$ cat config.mk
export PLATFORM = sky130hd
export DESIGN_NAME = trs_cordic_cell
export DESIGN_NICKNAME = d
export VERILOG_FILES = /design/src/design/trs_pkg.sv /design/src/design/trs_cordic_cell.sv
export SDC_FILE = /design/constraint.sdc
export NUM_CORES = 1
export LEC_CHECK = 0
export BUFFER_PORTS_ARGS = -buffer_cell sky130_fd_sc_hd__buf_2
export CORE_AREA = 2 2 388 390
export DETAILED_ROUTE_END_ITERATION = 10
export DIE_AREA = 0 0 390 392
export GPL_TIMING_DRIVEN = 0
export PLACE_DENSITY = 0.56
export SLEW_MARGIN = 15
export SYNTH_ARGS = -nofsm -noshare
export SYNTH_HDL_FRONTEND = slang
export SYNTH_SLANG_ARGS = --single-unit
$ cat constraint.sdc
create_clock -name clk -period 37.6 [get_ports clk]
set_input_delay 7.52 -clock clk [delete_from_list [all_inputs] [get_ports clk]]
set_output_delay 7.52 -clock clk [all_outputs]
set_load 0.005 [all_outputs]
$ cat src/design/trs_pkg.sv
package trs_pkg;

  localparam int VALUE_FRAC_BITS = 16;
  localparam int ANGLE_FRAC_BITS = 20;
  localparam int XW = 33;   // CORDIC x/y, Q.30
  localparam int ZW = 35;   // CORDIC angle, Q.30
  localparam int SCW = 18;  // sine/cosine, +-1.0 in Q16
  localparam int TW = 20;   // rotation product elements
  localparam int NUM_ROWS = 4;

  localparam logic signed [ZW-1:0] Q30_PI = 35'sd3373259426;
  localparam logic signed [ZW-1:0] Q30_HALF_PI = 35'sd1686629713;
  localparam logic signed [ZW-1:0] Q30_TWO_PI = 35'sd6746518852;
  localparam logic signed [XW-1:0] Q30_GAIN = 33'sd652032874;
  localparam logic signed [SCW-1:0] ONE_Q = SCW'(1 << VALUE_FRAC_BITS);
  localparam logic [1:0] LAST_ROW_IDX = 2'(NUM_ROWS - 1);

  typedef struct packed {
    logic signed [XW-1:0] x;
    logic signed [XW-1:0] y;
    logic signed [ZW-1:0] z;
    logic neg;
    logic zero;
  } lane_t;

  typedef struct packed {
    logic valid;
    lane_t [2:0] lane;
    logic [2:0][31:0] pos;
    logic [2:0][31:0] scl;
  } stage_t;

  typedef struct packed {
    logic valid;
    logic [2:0][2:0][31:0] elem;
    logic [2:0][31:0] pos;
  } mat_t;

  function automatic logic [30:0] atan_q30(input int i);
    logic [30:0] r;
    case (i)
      0: r = 31'd843314857;
      1: r = 31'd497837830;
      2: r = 31'd263043837;
      3: r = 31'd133525159;
      4: r = 31'd67021687;
      5: r = 31'd33543516;
      6: r = 31'd16775851;
      7: r = 31'd8388437;
      8: r = 31'd4194283;
      9: r = 31'd2097149;
      default: r = (i < 30) ? 31'(1 << (30 - i)) : 31'd0;
    endcase
    return r;
  endfunction

  // round half away from zero
  function automatic logic signed [63:0] round_sh(input logic signed [63:0] v, input int sh);
    logic signed [63:0] half;
    half = 64'sd1 <<< (sh - 1);
    if (v >= 0) return (v + half) >>> sh;
    return -((-v + half) >>> sh);
  endfunction

  function automatic logic [31:0] sat32(input logic signed [63:0] v);
    if (v > 64'sd2147483647) return 32'h7fff_ffff;
    if (v < -64'sd2147483648) return 32'h8000_0000;
    return v[31:0];
  endfunction

endpackage

$ cat src/design/trs_cordic_cell.sv
module trs_cordic_cell #(
  parameter int STEP = 0
) (
  input  logic clk,
  input  logic rst,
  input  logic adv,
  input  trs_pkg::stage_t din,
  output trs_pkg::stage_t dout
);

  localparam logic signed [trs_pkg::ZW-1:0] ATAN =
    signed'(trs_pkg::ZW'(trs_pkg::atan_q30(STEP)));

  trs_pkg::stage_t dout_next;

  always_comb begin
    dout_next = din;
    for (int a = 0; a < 3; a++) begin
      if (din.lane[a].z >= 0) begin
        dout_next.lane[a].x = din.lane[a].x - (din.lane[a].y >>> STEP);
        dout_next.lane[a].y = din.lane[a].y + (din.lane[a].x >>> STEP);
        dout_next.lane[a].z = din.lane[a].z - ATAN;
      end else begin
        dout_next.lane[a].x = din.lane[a].x + (din.lane[a].y >>> STEP);
        dout_next.lane[a].y = din.lane[a].y - (din.lane[a].x >>> STEP);
        dout_next.lane[a].z = din.lane[a].z + ATAN;
      end
    end
  end

  always_ff @(posedge clk) begin
    if (rst) dout.valid <= 1'b0;
    else if (adv) dout <= dout_next;
  end

endmodule

**Word-level counts from Yosys, hierarchy flattened**

Index checks and enable logic that the tools add are counted.

- Bits in registers: 502
- Input bits: 505
- Output and inout bits: 502
- Word-level logic and storage cells: 45

- Add/subtract/negate cells: 15
- Order comparisons: 3
- Multiplexer cells: 3
- Bitwise logic cells: 1
- Reduce and logical (&&, ||, !) cells: 1

Operator list:

| cell | count |
|---|---|
| 2-to-1 mux 101 bit | 3 |
| subtractor 33 bit | 6 |
| adder 35 x 31 -> 35 bit, second input constant | 3 |
| greater-or-equal comparator 35 x 1 -> 1 bit, second input constant | 3 |
| subtractor 35 x 31 -> 35 bit, second input constant | 3 |
| adder 33 bit | 3 |
| AND reduction 2 bit | 1 |
| inverter 1 bit | 1 |

**Depth between registers and ports, before layout**

- Depth in word-level cells: 2
- Mapped depth: 15

**Least setup slack after synthesis**

No wires, ideal clock.

- Kind: input to register
- From: input rst
- To: register dout[0] (netlist bit), enable pin
- Arrival: 29498 ps
- Required time: 36161 ps
- Slack: 6663 ps
- Stages on the path: 1
- Path buffers: 0
- Path through: nor2b_1

- Word-level cells in the longest chain between the ends: 2

RTL lines:

| what | RTL line | RTL |
|---|---|---|
| start: declaration | trs_cordic_cell.sv:5 | `input logic rst,` |
| inverter 1 bit (no line) | n/a |  |
| AND reduction 2 bit (no line) | n/a |  |
| end signal: assignment | trs_cordic_cell.sv:33 | `else if (adv) dout <= dout_next;` |
| end: declaration | trs_cordic_cell.sv:8 | `output trs_pkg::stage_t dout` |

Every way passes these cells.
A chain may end at the register's enable or synchronous reset.

==> flow_metrics.env <==
export IMPL_status="finished, final reports clean"
export IMPL_cp_arrival_ps=13570
export IMPL_crit_fanout=23
export IMPL_hold_path_end="dout[501]$_SDFFE_PP0P_"
export IMPL_grt_first_pass_wirelength_um=241000
export IMPL_post_route_util_pct=32.1
export IMPL_htreeDepth=3
export IMPL_drive_gt1_share_pct=25.0
export IMPL_syn_to_final_growth_pct=26.9
export IMPL_avgRoutedWirePerCell_um=24.9
export IMPL_critical_path_top_delay_family="compound AO/OA/AOI/OAI gates"
export IMPL_yosysWarnings=0
export IMPL_largest_reg_flops=499
export IMPL_stdcell_count=6996
export IMPL_fin_crit_ps=13270
export IMPL_synth_edff_count=498
export IMPL_multi_input_area_um2=20700
export IMPL_ff2ff_path_depth=2
export IMPL_final_cell_mix="1038 x buf_2, 498 x edfxtp_1, 418 x a21oi_1, 414 x ha_1, 335 x inv_1"
export IMPL_slew_viol_final=0
export IMPL_slew_headroom_pct=12.2
export IMPL_critPathRequiredTime_ps=37900
export IMPL_syn_instance_count=3884
export IMPL_drc=0
export IMPL_ant_nets=0
export IMPL_cts_max_path_buffers=3
export IMPL_grt_pass1_vias=34200
export IMPL_cts_setup_buffers=0
export IMPL_ys_flop_type="edfxtp_1"
export IMPL_final_setup_viol_count=0
export IMPL_worstHoldStart="dout[501]$_SDFFE_PP0P_"
export IMPL_crit_chain="buf_2, clkbuf_1, inv_1, clkbuf_1, buf_2, buf_12, ha_1, o21ai_0, nor2_1, a2111oi_4, o31ai_1, a221oi_2, o211ai_1, mux2i_1, a211oi_1"
export IMPL_path_class="in2reg"
export IMPL_die_h_um=392
export IMPL_dieArea_um2=153000
export IMPL_hpwl_um=145000
export IMPL_holdBufCountCts=0
export IMPL_cpPeakStageDelay_ps=760
export IMPL_design_area_um2=47700
export IMPL_clkLatencyLatePin_ps=660
export IMPL_syn_area_per_cell_um2=9.68
export IMPL_top_register="dout"
export IMPL_num_rows=142
export IMPL_ys_types=105
export IMPL_portBuffers=1006
export IMPL_grt_total_usage_pct=21.6
export IMPL_num_io_pins=1007
export IMPL_max_cap_violations=0
export IMPL_rr_startpoint="dout[501]$_SDFFE_PP0P_"
export IMPL_max_freq_mhz=75.4
export IMPL_hold_viol_final=0
export IMPL_num_vias=35500
export IMPL_root_buffer="clkbuf_16"
export IMPL_power_density_nw_per_um2=40.0
export IMPL_dieWidth_um=390
export IMPL_endpoint_kind="flop"
export IMPL_hp_class="reg2reg"
export IMPL_r2r_end="dout[501]$_SDFFE_PP0P_"
export IMPL_cts_buffers=66
export IMPL_syn_area_um2=37600
export IMPL_coreArea_um2=149000
export IMPL_ys_top_cells_by_area="edfxtp_1 40%, ha_1 14%, a21oi_1 5.6%, xnor2_1 5.0%, inv_1 3.3%"
export IMPL_min_path_cells=2
export IMPL_top_regs="dout x499"
export IMPL_worstSetupStartpointType="input pin"
export IMPL_fillers=15600
export IMPL_cts_sinks=499
export IMPL_cts_tree="done"
export IMPL_p_leak_nw=20.7
export IMPL_nets=5912
export IMPL_vias_per_cell=5.07
export IMPL_synth_nets=4815
export IMPL_ctsResizeCount=0
export IMPL_first_iter_violations=2927
export IMPL_start_util_pct=25.3
export IMPL_tns_ps=0
export IMPL_fin_skew_ps=0
export IMPL_finalCritPeriodShare_pct=35.3
export IMPL_final_common_cell="buf_2"
export IMPL_dr_pass1_iters=6
export IMPL_cp_num_buf_inv=6
export IMPL_gp_congestion=0.963
export IMPL_grt_max_degree=31
export IMPL_clkTransAtPathRegs_ps=60
export IMPL_synth_seq_cells=499
export IMPL_antenna_found_initial=60
export IMPL_routed_wl_um=174000
export IMPL_synth_seq_area_share_pct=39.8
export IMPL_r2r_setup_slack_ps=37000
export IMPL_yosysTopAreaCell="edfxtp_1"
export IMPL_cp_slowest_cell="a211oi_1"
export IMPL_synth_top_area_share_pct=39.8
export IMPL_rsz0062_at_grt="false"
export IMPL_ir_drop_uv=33.9
export IMPL_dp_cells=6857
export IMPL_ys_async_sr_fraction_pct=0
export IMPL_grt_overflow=0
export IMPL_worstMarginPinSlew_ps=1300
export IMPL_seq_area_um2=15000
export IMPL_place_area_um2=45600
[synth_stat cells, types with 7 or more instances]
master,n
a2111oi_0,10
a211o_1,11
a211oi_1,49
a21o_1,136
a21oi_1,418
a21oi_2,7
a221oi_1,17
a311oi_1,8
a31oi_1,38
a41oi_1,9
and2_1,28
and3_1,26
buf_1,20
buf_2,29
buf_4,7
clkbuf_1,101
edfxtp_1,498
fa_1,12
ha_1,414
inv_1,335
mux2i_1,27
nand2_1,177
nand2b_1,32
nand3_1,70
nand4_1,39
nor2_1,314
nor2b_1,42
nor3_1,76
nor4_1,29
o211ai_1,25
o21a_1,29
o21ai_0,199
o21ai_1,29
o21bai_1,93
o22ai_1,7
o311ai_0,10
o31a_1,10
o31ai_1,29
o41ai_1,13
or2_2,15
or3_1,18
or4_1,9
xnor2_1,216
xor2_1,54
[layer usage]
| metal | track usage [%] | up-vias | part of all wire (%) |
|---|---|---|---|
| li1 | - | 16400 | - |
| met1 | 26.8 | 17200 | 41 |
| met2 | 35.6 | 1561 | 47 |
| met3 | 4.14 | 336 | 6.9 |
| met4 | 11.1 | 18 | 5.3 |
| met5 | 0 | - | 0.068 |
[worst min-delay path: cells and delay by family, from the launching register on]
family        cells  cell delay (ps)
simple gates      1               80
flops             1              330
mux               1               70
[power breakdown]
group / total, W / internal (W) / switching [W]
registers: 0.000704 / 0.000687 / 0.0000164
clock network: 0.000627 / 0.000349 / 0.000278
logic: 0.000577 / 0.000210 / 0.000367
total: 0.00191 / 0.00125 / 0.000661
[final cells by class]
type	count	share of cell area, %
plain buffers	157	1.37
diodes	22	0.115
clock buffers	75	3.53
multi-input cells	2882	43.4
inverters	346	2.72
repair buffers	1029	11.5
well taps	1944	5.10
flip-flops and latches	499	31.4
clock inverters	42	0.847
[how the worst max path moves through the flow]
stage / end / cells after the start / from
finish: dout[223]$_DFFE_PP_ / 15 / din[228]
global route: dout[223]$_DFFE_PP_ / 15 / din[228]
CTS: dout[223]$_DFFE_PP_ / 15 / din[228]
detailed placement: dout[223]$_DFFE_PP_ / 15 / din[228]
global placement: dout[206]$_DFFE_PP_ / 2 / adv
floorplan: dout[0]$_DFFE_PP_ / 1 / rst
[through the flow]
| step | setup WS [ps] | power, W | hold slack, ps |
|---|---|---|---|
| final | 24330 | 0.00191 | 523 |
| after global routing | 23870 | 0.00199 | 560 |
| after CTS | 24210 | 0.00193 | 518 |
| after detailed placement | 23560 | 0.00128 | 504 |
| after global placement | -4500 | 0.00131 | 479 |
| after floorplan | 6660 | 0.00105 | 485 |
[kinds of logic (layout without fill, tap and decap cells)]
group / Yosys count / count (layout) / share of synthesized area, %
compound gates: 1251 / 1251 / 22.0
xor+xnor: 270 / 270 / 6.29
fa+ha+maj: 426 / 426 / 14.4
buf+inv: 503 / 1649 / 5.19
flops: 499 / 499 / 39.8
mux: 29 / 29 / 0.778
other cells: 0 / 22 / 0
simple gates: 906 / 906 / 11.6
Note: power is estimated with default switching activity, not from simulation.
